`src/hw/rtl/grs_pkg.sv`:
```
// Shared types and constants for the graph reachability search block.
// No dependencies; used by grs_search and graph_reachability_search.
package grs_pkg;

  localparam int unsigned OpcodeWidth  = 2;
  localparam int unsigned VtxWidth     = 4;
  localparam int unsigned VcountWidth  = 5;
  localparam logic [VcountWidth-1:0] VcountReset = 5'd16;

  typedef enum logic [OpcodeWidth-1:0] {
    OP_ADD_EDGE = 2'd0,
    OP_CLEAR    = 2'd1,
    OP_BFS      = 2'd2,
    OP_DFS      = 2'd3
  } op_e;

  typedef struct packed {
    logic                found;
    logic [VtxWidth-1:0] path_vertex;
    logic                last;
  } result_t;

endpackage

```
`src/hw/rtl/grs_adj_mem.sv`:
```
// Adjacency row memory: one row per vertex, synchronous read, one write port.
// Row valid flops let a clear empty every row at once. Depends on no package.
module grs_adj_mem #(
  parameter int unsigned MaxVertices = 16,
  parameter int unsigned VW = (MaxVertices > 1) ? $clog2(MaxVertices) : 1
) (
  input  logic                   clk_i,
  input  logic                   rst_ni,
  input  logic [VW-1:0]          rd_addr_i,
  output logic [MaxVertices-1:0] rd_data_o,
  input  logic                   wr_en_i,
  input  logic [VW-1:0]          wr_addr_i,
  input  logic [MaxVertices-1:0] wr_data_i,
  input  logic                   clr_i
);

  logic [MaxVertices-1:0] mem [MaxVertices];
  logic [MaxVertices-1:0] row_valid_q;
  logic [MaxVertices-1:0] rd_data_q;
  logic                   rd_valid_q;

  always_ff @(posedge clk_i) begin
    if (wr_en_i) begin
      mem[wr_addr_i] <= wr_data_i;
    end
    rd_data_q <= mem[rd_addr_i];
  end

  always_ff @(posedge clk_i or negedge rst_ni) begin
    if (!rst_ni) begin
      row_valid_q <= '0;
      rd_valid_q  <= 1'b0;
    end else begin
      rd_valid_q <= row_valid_q[rd_addr_i];
      if (clr_i) begin
        row_valid_q <= '0;
      end else if (wr_en_i) begin
        row_valid_q[wr_addr_i] <= 1'b1;
      end
    end
  end

  // A row never written since reset or clear reads as empty.
  assign rd_data_o = rd_valid_q ? rd_data_q : '0;

endmodule

```
`src/hw/rtl/grs_search.sv`:
```
// Command sequencer and search engine: visited marks, work list memory,
// predecessor memory and path trace. Depends on grs_pkg and grs_adj_mem ports.
module grs_search #(
  parameter int unsigned MaxVertices = 16,
  parameter int unsigned VW = (MaxVertices > 1) ? $clog2(MaxVertices) : 1,
  parameter int unsigned PW = $clog2(MaxVertices + 1)
) (
  input  logic                              clk_i,
  input  logic                              rst_ni,
  input  logic                              start_i,
  input  grs_pkg::op_e                      opcode_i,
  input  logic [grs_pkg::VtxWidth-1:0]      src_i,
  input  logic [grs_pkg::VtxWidth-1:0]      dst_i,
  input  logic [grs_pkg::VcountWidth-1:0]   vcount_i,
  output logic                              busy_o,
  input  logic                              out_free_i,
  output logic                              emit_valid_o,
  output grs_pkg::result_t                  emit_o,
  output logic [VW-1:0]                     adj_rd_addr_o,
  input  logic [MaxVertices-1:0]            adj_rd_data_i,
  output logic                              adj_wr_en_o,
  output logic [VW-1:0]                     adj_wr_addr_o,
  output logic [MaxVertices-1:0]            adj_wr_data_o,
  output logic                              adj_clr_o
);
  import grs_pkg::*;

  typedef enum logic [10:0] {
    ST_IDLE   = 11'b000_0000_0001,
    ST_ADD_RD = 11'b000_0000_0010,
    ST_ADD_WR = 11'b000_0000_0100,
    ST_START  = 11'b000_0000_1000,
    ST_FETCH  = 11'b000_0001_0000,
    ST_ADDR   = 11'b000_0010_0000,
    ST_LOAD   = 11'b000_0100_0000,
    ST_SCAN   = 11'b000_1000_0000,
    ST_EMIT   = 11'b001_0000_0000,
    ST_PRED   = 11'b010_0000_0000,
    ST_RESP   = 11'b100_0000_0000
  } state_e;

  localparam int unsigned NW = $clog2(MaxVertices + 1);

  state_e state_q, state_d;
  op_e    op_q, op_d;
  logic [VW-1:0] s_q, s_d, g_q, g_d, cur_q, cur_d, v_q, v_d;
  logic [MaxVertices-1:0] nmask_q, nmask_d, vis_q, vis_d, row_q, row_d;
  logic [PW-1:0] head_q, head_d, ptr_q, ptr_d;
  logic resp_found_q, resp_found_d;

  logic [VW-1:0] wl_mem [MaxVertices];
  logic [VW-1:0] pred_mem [MaxVertices];
  logic [VW-1:0] wl_rdata_q, pred_rdata_q;
  logic          wl_we, pred_we;
  logic [VW-1:0] wl_waddr, wl_wdata, wl_raddr, pred_waddr, pred_wdata, pred_raddr;

  logic [NW-1:0]          n_act;
  logic [MaxVertices-1:0] nmask_in;
  logic                   out_of_range;
  logic [MaxVertices-1:0] cand;
  logic [VW-1:0]          low_u;
  logic [PW-1:0]          ptr_m1;

  function automatic logic [VW-1:0] lowest_set(input logic [MaxVertices-1:0] c);
    logic [VW-1:0] idx;
    idx = '0;
    for (int i = MaxVertices - 1; i >= 0; i--) begin
      if (c[i]) idx = VW'(i);
    end
    return idx;
  endfunction

  // Clamp the vertex count into 1..MaxVertices.
  always_comb begin
    if (vcount_i == '0) begin
      n_act = NW'(1);
    end else if (int'(vcount_i) > int'(MaxVertices)) begin
      n_act = NW'(MaxVertices);
    end else begin
      n_act = NW'(vcount_i);
    end
    for (int i = 0; i < int'(MaxVertices); i++) begin
      nmask_in[i] = (i < int'(n_act));
    end
    out_of_range = (int'(src_i) >= int'(n_act)) || (int'(dst_i) >= int'(n_act));
  end

  assign cand   = row_q & ~vis_q & nmask_q;
  assign low_u  = lowest_set(cand);
  assign ptr_m1 = PW'(ptr_q - PW'(1));

  always_comb begin
    state_d      = state_q;
    op_d         = op_q;
    s_d          = s_q;
    g_d          = g_q;
    cur_d        = cur_q;
    v_d          = v_q;
    nmask_d      = nmask_q;
    vis_d        = vis_q;
    row_d        = row_q;
    head_d       = head_q;
    ptr_d        = ptr_q;
    resp_found_d = resp_found_q;
    wl_we        = 1'b0;
    wl_waddr     = ptr_q[VW-1:0];
    wl_wdata     = low_u;
    wl_raddr     = head_q[VW-1:0];
    pred_we      = 1'b0;
    pred_waddr   = low_u;
    pred_wdata   = cur_q;
    pred_raddr   = v_q;
    adj_rd_addr_o = s_q;
    adj_wr_en_o   = 1'b0;
    adj_wr_addr_o = s_q;
    adj_wr_data_o = adj_rd_data_i | (MaxVertices'(1) << g_q);
    adj_clr_o     = 1'b0;
    emit_valid_o  = 1'b0;
    emit_o        = '{found: resp_found_q, path_vertex: '0, last: 1'b1};

    unique case (state_q)
      ST_IDLE: begin
        if (start_i) begin
          op_d    = opcode_i;
          s_d     = VW'(src_i);
          g_d     = VW'(dst_i);
          nmask_d = nmask_in;
          case (opcode_i)
            OP_ADD_EDGE: begin
              resp_found_d = !out_of_range;
              state_d      = out_of_range ? ST_RESP : ST_ADD_RD;
            end
            OP_CLEAR: begin
              adj_clr_o    = 1'b1;
              resp_found_d = 1'b1;
              state_d      = ST_RESP;
            end
            default: begin
              resp_found_d = 1'b0;
              if (out_of_range) begin
                state_d = ST_RESP;
              end else if (src_i == dst_i) begin
                v_d     = VW'(src_i);
                state_d = ST_EMIT;
              end else begin
                state_d = ST_START;
              end
            end
          endcase
        end
      end
      ST_ADD_RD: begin
        state_d = ST_ADD_WR;
      end
      ST_ADD_WR: begin
        adj_wr_en_o = 1'b1;
        state_d     = ST_RESP;
      end
      ST_START: begin
        vis_d    = MaxVertices'(1) << s_q;
        wl_we    = 1'b1;
        wl_waddr = '0;
        wl_wdata = s_q;
        head_d   = '0;
        ptr_d    = PW'(1);
        state_d  = ST_FETCH;
      end
      ST_FETCH: begin
        if (op_q == OP_DFS) begin
          wl_raddr = ptr_m1[VW-1:0];
          state_d  = (ptr_q == '0) ? ST_RESP : ST_ADDR;
        end else begin
          if (head_q == ptr_q) begin
            state_d = ST_RESP;
          end else begin
            head_d  = PW'(head_q + PW'(1));
            state_d = ST_ADDR;
          end
        end
      end
      ST_ADDR: begin
        cur_d         = wl_rdata_q;
        adj_rd_addr_o = wl_rdata_q;
        state_d       = ST_LOAD;
      end
      ST_LOAD: begin
        row_d   = adj_rd_data_i;
        state_d = ST_SCAN;
      end
      ST_SCAN: begin
        if (op_q == OP_DFS) begin
          if (cand == '0) begin
            ptr_d   = ptr_m1;
            state_d = ST_FETCH;
          end else begin
            pred_we = 1'b1;
            if (low_u == g_q) begin
              v_d     = g_q;
              state_d = ST_EMIT;
            end else begin
              vis_d[low_u] = 1'b1;
              wl_we        = 1'b1;
              ptr_d        = PW'(ptr_q + PW'(1));
              state_d      = ST_FETCH;
            end
          end
        end else begin
          if (cand[g_q]) begin
            pred_we    = 1'b1;
            pred_waddr = g_q;
            v_d        = g_q;
            state_d    = ST_EMIT;
          end else if (cand == '0) begin
            state_d = ST_FETCH;
          end else begin
            // Take one new neighbor per cycle, lowest index first.
            vis_d[low_u] = 1'b1;
            pred_we      = 1'b1;
            wl_we        = 1'b1;
            ptr_d        = PW'(ptr_q + PW'(1));
          end
        end
      end
      ST_EMIT: begin
        emit_valid_o = 1'b1;
        emit_o       = '{found: 1'b1, path_vertex: VtxWidth'(v_q), last: (v_q == s_q)};
        if (out_free_i) begin
          state_d = (v_q == s_q) ? ST_IDLE : ST_PRED;
        end
      end
      ST_PRED: begin
        v_d     = pred_rdata_q;
        state_d = ST_EMIT;
      end
      ST_RESP: begin
        emit_valid_o = 1'b1;
        if (out_free_i) begin
          state_d = ST_IDLE;
        end
      end
      default: begin
        state_d = ST_IDLE;
      end
    endcase
  end

  assign busy_o = (state_q != ST_IDLE);

  always_ff @(posedge clk_i) begin
    if (wl_we) begin
      wl_mem[wl_waddr] <= wl_wdata;
    end
    if (pred_we) begin
      pred_mem[pred_waddr] <= pred_wdata;
    end
    wl_rdata_q   <= wl_mem[wl_raddr];
    pred_rdata_q <= pred_mem[pred_raddr];
    op_q    <= op_d;
    s_q     <= s_d;
    g_q     <= g_d;
    cur_q   <= cur_d;
    v_q     <= v_d;
    nmask_q <= nmask_d;
    row_q   <= row_d;
    resp_found_q <= resp_found_d;
  end

  always_ff @(posedge clk_i or negedge rst_ni) begin
    if (!rst_ni) begin
      state_q <= ST_IDLE;
      vis_q   <= '0;
      head_q  <= '0;
      ptr_q   <= '0;
    end else begin
      state_q <= state_d;
      vis_q   <= vis_d;
      head_q  <= head_d;
      ptr_q   <= ptr_d;
    end
  end

  a_bfs_head_le_tail: assert property (@(posedge clk_i) disable iff (!rst_ni)
    (state_q == ST_SCAN && op_q == OP_BFS) |-> (head_q <= ptr_q))
    else $error("work list head passed tail");

  a_start_marked: assert property (@(posedge clk_i) disable iff (!rst_ni)
    (state_q == ST_SCAN) |-> vis_q[s_q])
    else $error("start vertex lost its visited mark");

  a_ptr_bound: assert property (@(posedge clk_i) disable iff (!rst_ni)
    (state_q == ST_SCAN) |-> (int'(ptr_q) <= int'(MaxVertices)))
    else $error("work list overflow");

  a_emit_last_idle: assert property (@(posedge clk_i) disable iff (!rst_ni)
    (emit_valid_o && out_free_i && emit_o.last) |=> (state_q == ST_IDLE))
    else $error("sequencer kept running after the final result");

endmodule

```
`src/hw/rtl/graph_reachability_search.sv`:
```
// Top level of the graph reachability search block.
// Depends on grs_pkg, grs_adj_mem and grs_search.
//
// Usage:
//   Input channel (in_valid_i / in_stall_o) carries one command item:
//   add edge, clear graph, breadth-first query or depth-first query.
//   Output channel (out_valid_o / out_stall_i) carries result items;
//   last_o marks the final result of a command. A found query returns the
//   path from goal back to start, one vertex per item.
//   The block takes one command at a time; in_stall_o stays high until the
//   final result of the current command has entered the output register.
//   Clear responds directly; add edge reads the source row and writes it
//   back with the goal bit set before it responds. A query takes each vertex
//   off the work list (list read, adjacency row read, scan), pushes each new
//   neighbor in turn, then traces the path back through the predecessors.
//   Reset: empty graph, vertex_count = 16, both channels idle.
//   A stalled receiver holds the output register; the sequencer waits.
//   cfg_we_i writes vertex_count; write it only while the block is idle.
module graph_reachability_search #(
  parameter int unsigned MAX_VERTICES = 16
) (
  input  logic                            clk_i,
  input  logic                            rst_ni,
  input  logic                            cfg_we_i,
  input  logic [grs_pkg::VcountWidth-1:0] cfg_wdata_i,
  input  logic                            in_valid_i,
  output logic                            in_stall_o,
  input  grs_pkg::op_e                    opcode_i,
  input  logic [grs_pkg::VtxWidth-1:0]    src_vertex_i,
  input  logic [grs_pkg::VtxWidth-1:0]    dst_vertex_i,
  output logic                            out_valid_o,
  input  logic                            out_stall_i,
  output logic                            found_o,
  output logic [grs_pkg::VtxWidth-1:0]    path_vertex_o,
  output logic                            last_o
);
  import grs_pkg::*;

  localparam int unsigned VW = (MAX_VERTICES > 1) ? $clog2(MAX_VERTICES) : 1;

  logic [VcountWidth-1:0] vcount_q;
  logic                   busy, start, out_free, emit_valid;
  result_t                emit, out_q;
  logic                   out_valid_q;
  logic [VW-1:0]          adj_rd_addr, adj_wr_addr;
  logic [MAX_VERTICES-1:0] adj_rd_data, adj_wr_data;
  logic                   adj_wr_en, adj_clr;

  // Config register keeps the bits written; the engine clamps them.
  always_ff @(posedge clk_i or negedge rst_ni) begin
    if (!rst_ni) begin
      vcount_q <= VcountReset;
    end else if (cfg_we_i) begin
      vcount_q <= cfg_wdata_i;
    end
  end

  assign start    = in_valid_i && !busy;
  assign out_free = !out_valid_q || !out_stall_i;

  grs_adj_mem #(.MaxVertices(MAX_VERTICES)) u_adj (
    .clk_i     (clk_i),
    .rst_ni    (rst_ni),
    .rd_addr_i (adj_rd_addr),
    .rd_data_o (adj_rd_data),
    .wr_en_i   (adj_wr_en),
    .wr_addr_i (adj_wr_addr),
    .wr_data_i (adj_wr_data),
    .clr_i     (adj_clr)
  );

  grs_search #(.MaxVertices(MAX_VERTICES)) u_search (
    .clk_i         (clk_i),
    .rst_ni        (rst_ni),
    .start_i       (start),
    .opcode_i      (opcode_i),
    .src_i         (src_vertex_i),
    .dst_i         (dst_vertex_i),
    .vcount_i      (vcount_q),
    .busy_o        (busy),
    .out_free_i    (out_free),
    .emit_valid_o  (emit_valid),
    .emit_o        (emit),
    .adj_rd_addr_o (adj_rd_addr),
    .adj_rd_data_i (adj_rd_data),
    .adj_wr_en_o   (adj_wr_en),
    .adj_wr_addr_o (adj_wr_addr),
    .adj_wr_data_o (adj_wr_data),
    .adj_clr_o     (adj_clr)
  );

  // Output register: load a new item when empty or being taken.
  always_ff @(posedge clk_i or negedge rst_ni) begin
    if (!rst_ni) begin
      out_valid_q <= 1'b0;
    end else if (emit_valid && out_free) begin
      out_valid_q <= 1'b1;
    end else if (!out_stall_i) begin
      out_valid_q <= 1'b0;
    end
  end

  always_ff @(posedge clk_i) begin
    if (emit_valid && out_free) begin
      out_q <= emit;
    end
  end

  assign in_stall_o    = busy;
  assign out_valid_o   = out_valid_q;
  assign found_o       = out_q.found;
  assign path_vertex_o = out_q.path_vertex;
  assign last_o        = out_q.last;

endmodule
```
`config.mk`:
```
export PLATFORM = sky130hd
export DESIGN_NAME = graph_reachability_search
export DESIGN_NICKNAME = d
export VERILOG_FILES = /design/src/hw/rtl/grs_pkg.sv /design/src/hw/rtl/grs_adj_mem.sv /design/src/hw/rtl/grs_search.sv /design/src/hw/rtl/graph_reachability_search.sv
export SDC_FILE = /design/constraint.sdc
export NUM_CORES = 1
export LEC_CHECK = 0
export BUFFER_PORTS_ARGS = -buffer_cell sky130_fd_sc_hd__buf_2
export CAP_MARGIN = 10
export CELL_PAD_IN_SITES_DETAIL_PLACEMENT = 1
export CELL_PAD_IN_SITES_GLOBAL_PLACEMENT = 1
export CORE_ASPECT_RATIO = 0.75
export CORE_MARGIN = 5
export CORE_UTILIZATION = 45
export DETAILED_ROUTE_END_ITERATION = 8
export PLACE_DENSITY = 0.82
export SETUP_SLACK_MARGIN = 0.1
export SYNTH_ARGS = -nofsm -noshare
export SYNTH_HDL_FRONTEND = slang
export SYNTH_SLANG_ARGS = --single-unit
```
`constraint.sdc`:
```
create_clock -name clk_i -period 4 [get_ports clk_i]
set_clock_uncertainty 0.15 [all_clocks]
set_input_delay 0.4 -clock clk_i [delete_from_list [all_inputs] [get_ports clk_i]]
set_output_delay 0.4 -clock clk_i [all_outputs]
set_load 0.01 [all_outputs]
```
======== Yosys cells after proc, flatten, opt, wreduce, memory -nomap -nowiden ========
Memories as Yosys holds them, arrays and structs flattened. A register that Yosys moved wholly into a read port is not among the register bits.
Index checks and enable logic that the tools add are counted.
word-level totals
  flip-flop bits (word level) ............. 117
  bits in writable memories ............... 384
  memories ................................ 3
operators by class
  add/sub/neg operators ................... 3
  magnitude comparators ................... 25
  equality and inequality tests ........... 36
  shift-type cells ........................ 2
  multiplexer cells ....................... 101
  bitwise logic cells ..................... 6
  reduce and logical (&&, ||, !) cells .... 26
memories
  name               depth  width  rd ports  clocked after memory_dff  write ports  RTL line           source
  u_adj.mem          16     16     1         1                         1            grs_adj_mem.sv:17  logic [MaxVertices-1:0] mem [MaxVertices];
  u_search.pred_mem  16     4      1         1                         1            grs_search.sv:52   logic [VW-1:0] pred_mem [MaxVertices];
  u_search.wl_mem    16     4      1         1                         1            grs_search.sv:51   logic [VW-1:0] wl_mem [MaxVertices];
operator list
  cell                    count
  $mux W11                12
  $mux W16                8
  $mux W4                 32
  $pmux W11 S11           1
  $or A16 B16 Y16         3
  $mux W5                 9
  $lt A4 B5 Y1 const A    8
  $and A16 B16 Y16        2
  $pmux W16 S2            1
  $shl A1 B4 Y16 const A  2
  $mux W1                 25
  $pmux W11 S2            1
  $lt A3 B5 Y1 const A    4
  $lt A4 B5 Y1 const B    4
  $pmux W5 S2             2
  $mux W9                 2
  $logic_not A16 Y1       1
  $not A16 Y16            1
  $ne A2 B2 Y1 const B    7
  $eq A4 B4 Y1            3
  $pmux W4 S3             1
  $eq A11 B1 Y1 const B   1
  $eq A11 B10 Y1 const B  1
  $eq A11 B11 Y1 const B  1
  other kinds (42)        67

======== Depth between registers and ports, before layout ========
  depth after elaboration ................. 28
  mapped depth ............................ 13
  gate-level depth less buffers ........... 12

======== Cells and area by module ========
From an unflattened synthesis, not the netlist that was laid out.
second synthesis, totals
  cell total of the unflattened synthesis .. 1445
  area, all modules ....................... 22330.2 µm²
modules (own cells, without submodules)
  module                     times used  cells each  area each (µm²)  seq. area each (µm²)
  grs_search                 1           906         11019.3          6462.4
  grs_adj_mem                1           518         10898.0          8433.1
  graph_reachability_search  1           21          412.9            331.6

======== Worst setup path before layout ========
No wires, ideal clock.
  kind .................................... reg-to-reg
  from .................................... register u_search.state_q[7]
  to ...................................... memory u_adj.mem[12][0] (enable)
  setup time .............................. 0.412 ns
  data arrival time ....................... 2.800 ns
  path slack .............................. 0.639 ns
  stages on the path, launching flop included .. 7
  path buffers ............................ 0
  clock period less this slack ............ 3.361 ns
  path through ............................ dfrtp_1 nor4_1 nand2_1 nor3_1 and3_1 nand3_1 nor3_1
between the ends
  cells in the longest elaborated chain, start to end .. 4
RTL lines
  what                           RTL line           source
  start, declared                grs_search.sv:44   state_e state_q, state_d;
  start signal, assigned         grs_search.sv:275  state_q <= state_d;
  $eq A11 B3 Y1                  grs_search.sv:121  unique case (state_q)
  $mux W1                        grs_search.sv:121
  $mux W1                        grs_adj_mem.sv:23  if (wr_en_i) begin
  $mux W1 (not written as such)  grs_adj_mem.sv:24  mem[wr_addr_i] <= wr_data_i;
  end, declared                  grs_adj_mem.sv:17
No other way between the ends.

======== Final worst setup path ========
  from .................................... register u_search.g_q[1]
  to ...................................... memory u_search.pred_mem[15][2] (netlist bit) (enable)
between the ends
  cells in the longest elaborated chain, start to end .. 7
  elaborated cells between the ends (all ways) .. 10
RTL lines
  what                           RTL line           source
  start, declared                grs_search.sv:46   logic [VW-1:0] s_q, s_d, g_q, g_d, cur_q, cur_d, v_q, v_d;
  start signal, assigned         grs_search.sv:260  g_q <= g_d;
  $bmux W1 S4                    grs_search.sv:208  if (cand[g_q]) begin
  $mux W1 (not written as such)  grs_search.sv:208
  $mux W1                        grs_search.sv:208
  $mux W1                        grs_search.sv:191  if (op_q == OP_DFS) begin
  $mux W1                        grs_search.sv:121
  $mux W1                        grs_search.sv:253  if (pred_we) begin
  $mux W1 (not written as such)  grs_search.sv:254  pred_mem[pred_waddr] <= pred_wdata;
  end, declared                  grs_search.sv:52
Several ways; a longest one is shown, not always the timed one. The select of a mux whose other input is x is not followed.

==> impl_metrics.json <==
{
  "status": "completed",
  "path_cells": "mux4_2 -> o32a_1 -> nand4_1 -> buf_4 -> and3_1 -> nor2_1 -> a31oi_1 -> nor2_1",
  "path_max_fanout": 16,
  "cts_resized": 0,
  "crit_top_cell": "nor2_1",
  "n_antenna_cell": 0,
  "synth_compound_area_share_pct": 9.601,
  "antenna_found_initial": 1,
  "syn_avg_cell_area_um2": 12.86,
  "synth_top_family_by_area": "simple AND/OR/NAND/NOR gates",
  "clock_path_buffers": 3,
  "rows": 70,
  "holdWs_ns": 0.2829,
  "cts_buffers": 51,
  "yosysSeqAreaShare_pct": 67.93,
  "cap_violations": 0,
  "overflow": 0,
  "via_per_inst": 6.108,
  "maxSlewViolCount": 0,
  "cts_tree": "yes",
  "die-area_mm2": 0.05442,
  "grt_pass1_wl_um": 100600,
  "grt_max_degree": 71,
  "n_fill_cell": 4936,
  "clock_latency_ns": 0.63,
  "yosysTopAreaCellShare_pct": 59.08,
  "powerDensity_mw_per_mm2": 633.2,
  "final_area_mm2": 0.02565,
  "worst_path_max_delay_cell": "edfxtp_1",
  "port_buffers": 27,
  "ys_ff_latch": 525,
  "fmax_mhz": 265.7,
  "muxShareOfSynthArea_pct": 4.471,
  "syn_nets": 1774,
  "ios": 28,
  "p_leak_nw": 9.087,
  "drt_wl_total_um": 66370,
  "synthArstFlopShare_pct": 11.43,
  "drt-pass1-iter-count": 5,
  "place_area_mm2": 0.02362,
  "max_stage_delay_ns": 0.74,
  "drive_above_1_share_pct": 15.13,
  "r2r_slack_ns": 0.24,
  "min_period_ns": 3.764,
  "num_vias": 15340,
  "synthSimpleGateAreaFrac_pct": 14.08,
  "tns_ns": 0,
  "grt_pass1_vias": 15920,
  "start_util_pct": 45.70,
  "yosys_warnings": 0,
  "cts_sinks": 525,
  "core_mm2": 0.04905,
  "slew_headroom_pct": 21.04,
  "drc": 0,
  "yosys.area_share.xor_xnor_pct": 0.8596,
  "drt_iter0_markers": 1603,
  "syn_area_mm2": 0.02242,
  "rsz0062_at_grt": "true",
  "power.total_mw": 16.24,
  "place_hpwl_um": 42520,
  "final-hold-violation-count": 0,
  "synth_cell_types": 83,
  "synth_ff_type": "edfxtp_1",
  "ant_nets": 0,
  "gp_congestion": 0.9461,
  "cpLargestDelayFamily": "simple AND/OR/NAND/NOR gates",
  "synth_area_leaders": "edfxtp_1 (59%), dfrtp_1 (6.5%), nand2_1 (4.6%), a21oi_1 (3.4%), nand3_1 (2.3%)",
  "netlist_instances": 1743,
  "critical_path_required_ns": 4.17,
  "synth_edf_count": 441,
  "finalSetupViolations": 0,
  "vdd_drop_max_v": 0.0003853,
  "cts_setup_buffers": 0,
  "holdCritPathClass": "input port to asynchronous set/reset pin",
  "h-tree-depth": 2,
  "period_share_pct": 94.10,
  "cts-root-buf": "clkbuf_16",
  "grt.total_usage_pct": 24.19,
  "cp-start-kind": "flip-flop",
  "area_growth_pct": 14.44,
  "die_h_um": 203.3,
  "fp.dieW_um": 267.7,
  "yosysTopAreaCell": "edfxtp_1",
  "crit_type": "flip-flop to flip-flop",
  "worst_slew_pin_slew_ns": 1.182,
  "crit_buf_inv": 1,
  "clkTransAtPathRegs_ns": 0.07,
  "crit_path_end_kind": "flip-flop",
  "layout.nets": 1852,
  "arrival_ns": 3.94,
  "wl_per_cell_um": 26.42,
  "synth_fa_ha_area_share_pct": 0.6140
}
## layout make-up
cell class              count  area (um2)  share of cell area [%]
clock buffers              68        1440                   5.614
clock inverters            28       345.3                   1.346
inverters                  15       56.30                  0.2195
multi-input cells        1103        6745                   26.30
flip-flops and latches    525       15230                   59.36
well taps                 648       810.8                   3.161
repair buffers            125        1026                   4.000
## flip-flops by register name, summed over array words and instances, names as in the netlist, 5 cells and up
register	cells
u_search.nmask_q	16
u_adj.row_valid_q	16
u_adj.rd_data_q	16
u_search.vis_q	16
u_search.row_q	16
u_search.pred_mem	64
u_search.wl_mem	64
u_search.ptr_q	5
u_adj.mem	256
vcount_q	5
u_search.state_q	11
u_search.head_q	5
## cell usage after synthesis (8+ instances only)
library cell,instances
a211oi_1,17
nor4_1,8
a221oi_1,16
a22oi_1,25
clkbuf_1,56
xnor2_1,13
a21oi_1,153
nand4_1,10
or2_2,8
or3_1,14
buf_4,9
dfrtp_1,58
nand3b_1,10
mux4_2,22
nor2_1,105
nor3_1,24
nand3_1,102
buf_2,27
ha_1,11
nand2_1,276
o22ai_1,20
mux2i_1,30
nand2b_1,21
o21bai_1,12
and2_1,31
a31oi_1,11
a21o_1,14
inv_1,15
xor2_1,9
dfxtp_1,24
nor2b_1,18
edfxtp_1,441
o21ai_0,37
mux2_2,10
## kinds of logic after synthesis
family / Yosys count
AND/OR/NAND/NOR: 659
flip-flops: 525
AO/OA/AOI/OAI: 342
buffers and inverters: 115
multiplexers: 68
XOR/XNOR: 22
adder cells (fa/ha/maj): 11
other: 1
## power by group
group	internal [mW]	switching (mW)
registers	6.81	0.434
logic	1.19	2.64
clock network	2.95	2.22
## what timing repair did
action / in CTS / in global routing
endpoints found under the setup margin: 0 / 10
hold endpoints to repair: 49 / 0
hold buffers: 22 / 0
## cell usage in the layout, fill, tap and decap left out, drive strengths merged, types with 4 or more instances in the layout
cell / Yosys / routed
nor2b: 18 / 18
nand2b: 22 / 22
mux2: 12 / 12
nor2: 105 / 105
nor4: 13 / 13
o21bai: 12 / 12
clkinv: 0 / 12
a31oi: 11 / 11
a211oi: 19 / 19
or3: 14 / 14
nor3: 25 / 25
dfxtp: 24 / 24
dlygate4sd3: 0 / 22
bufinv: 0 / 6
xnor2: 13 / 13
clkbuf: 56 / 68
a221oi: 17 / 17
and3: 6 / 6
o21ai: 40 / 40
mux2i: 34 / 34
ha: 11 / 11
edfxtp: 441 / 441
nand3b: 16 / 16
a2bb2oi: 4 / 4
buf: 44 / 103
o22ai: 20 / 20
and2: 31 / 31
a22oi: 25 / 25
clkinvlp: 0 / 7
a21oi: 154 / 154
or2: 9 / 9
mux4: 22 / 22
nand3: 102 / 102
inv: 15 / 18
nand2: 276 / 276
a21o: 14 / 14
dfrtp: 58 / 58
nand4: 11 / 11
xor2: 9 / 9
## through the flow
step,std cells,setup slack (ns),utilization [%]
after floorplan,1743,0.6389,-
after global placement,2391,0.4417,48.16
after detailed placement,2391,0.3416,48.16
after CTS,2509,0.3238,52.25
after global routing,2512,0.07940,52.30
final,2512,0.2359,52.30
## worst paths after layout
path,start,end,depth (start not counted)
max in group asynchronous,rst_ni,u_search.state_q[0],3
min in group clk_i,in_valid_i,u_adj.row_valid_q[11],3
worst max register to register,u_search.g_q[1],u_search.pred_mem[15][2],8
worst min-delay path,rst_ni,vcount_q[2],2
worst min register to register,u_search.vis_q[8],u_search.vis_q[8],2
worst max-delay path,u_search.g_q[1],u_search.pred_mem[15][2],8
## metal layers
layer  GRT usage (%)  up-vias  part of all wire, %
met5               0        -                    0
met3           4.764      130                  8.0
met2           38.30      671                   47
met4           6.604        0                  2.6
met1           34.53     7893                   43
li1                -     6650                    -
Power figures use the tool's default switching activity.
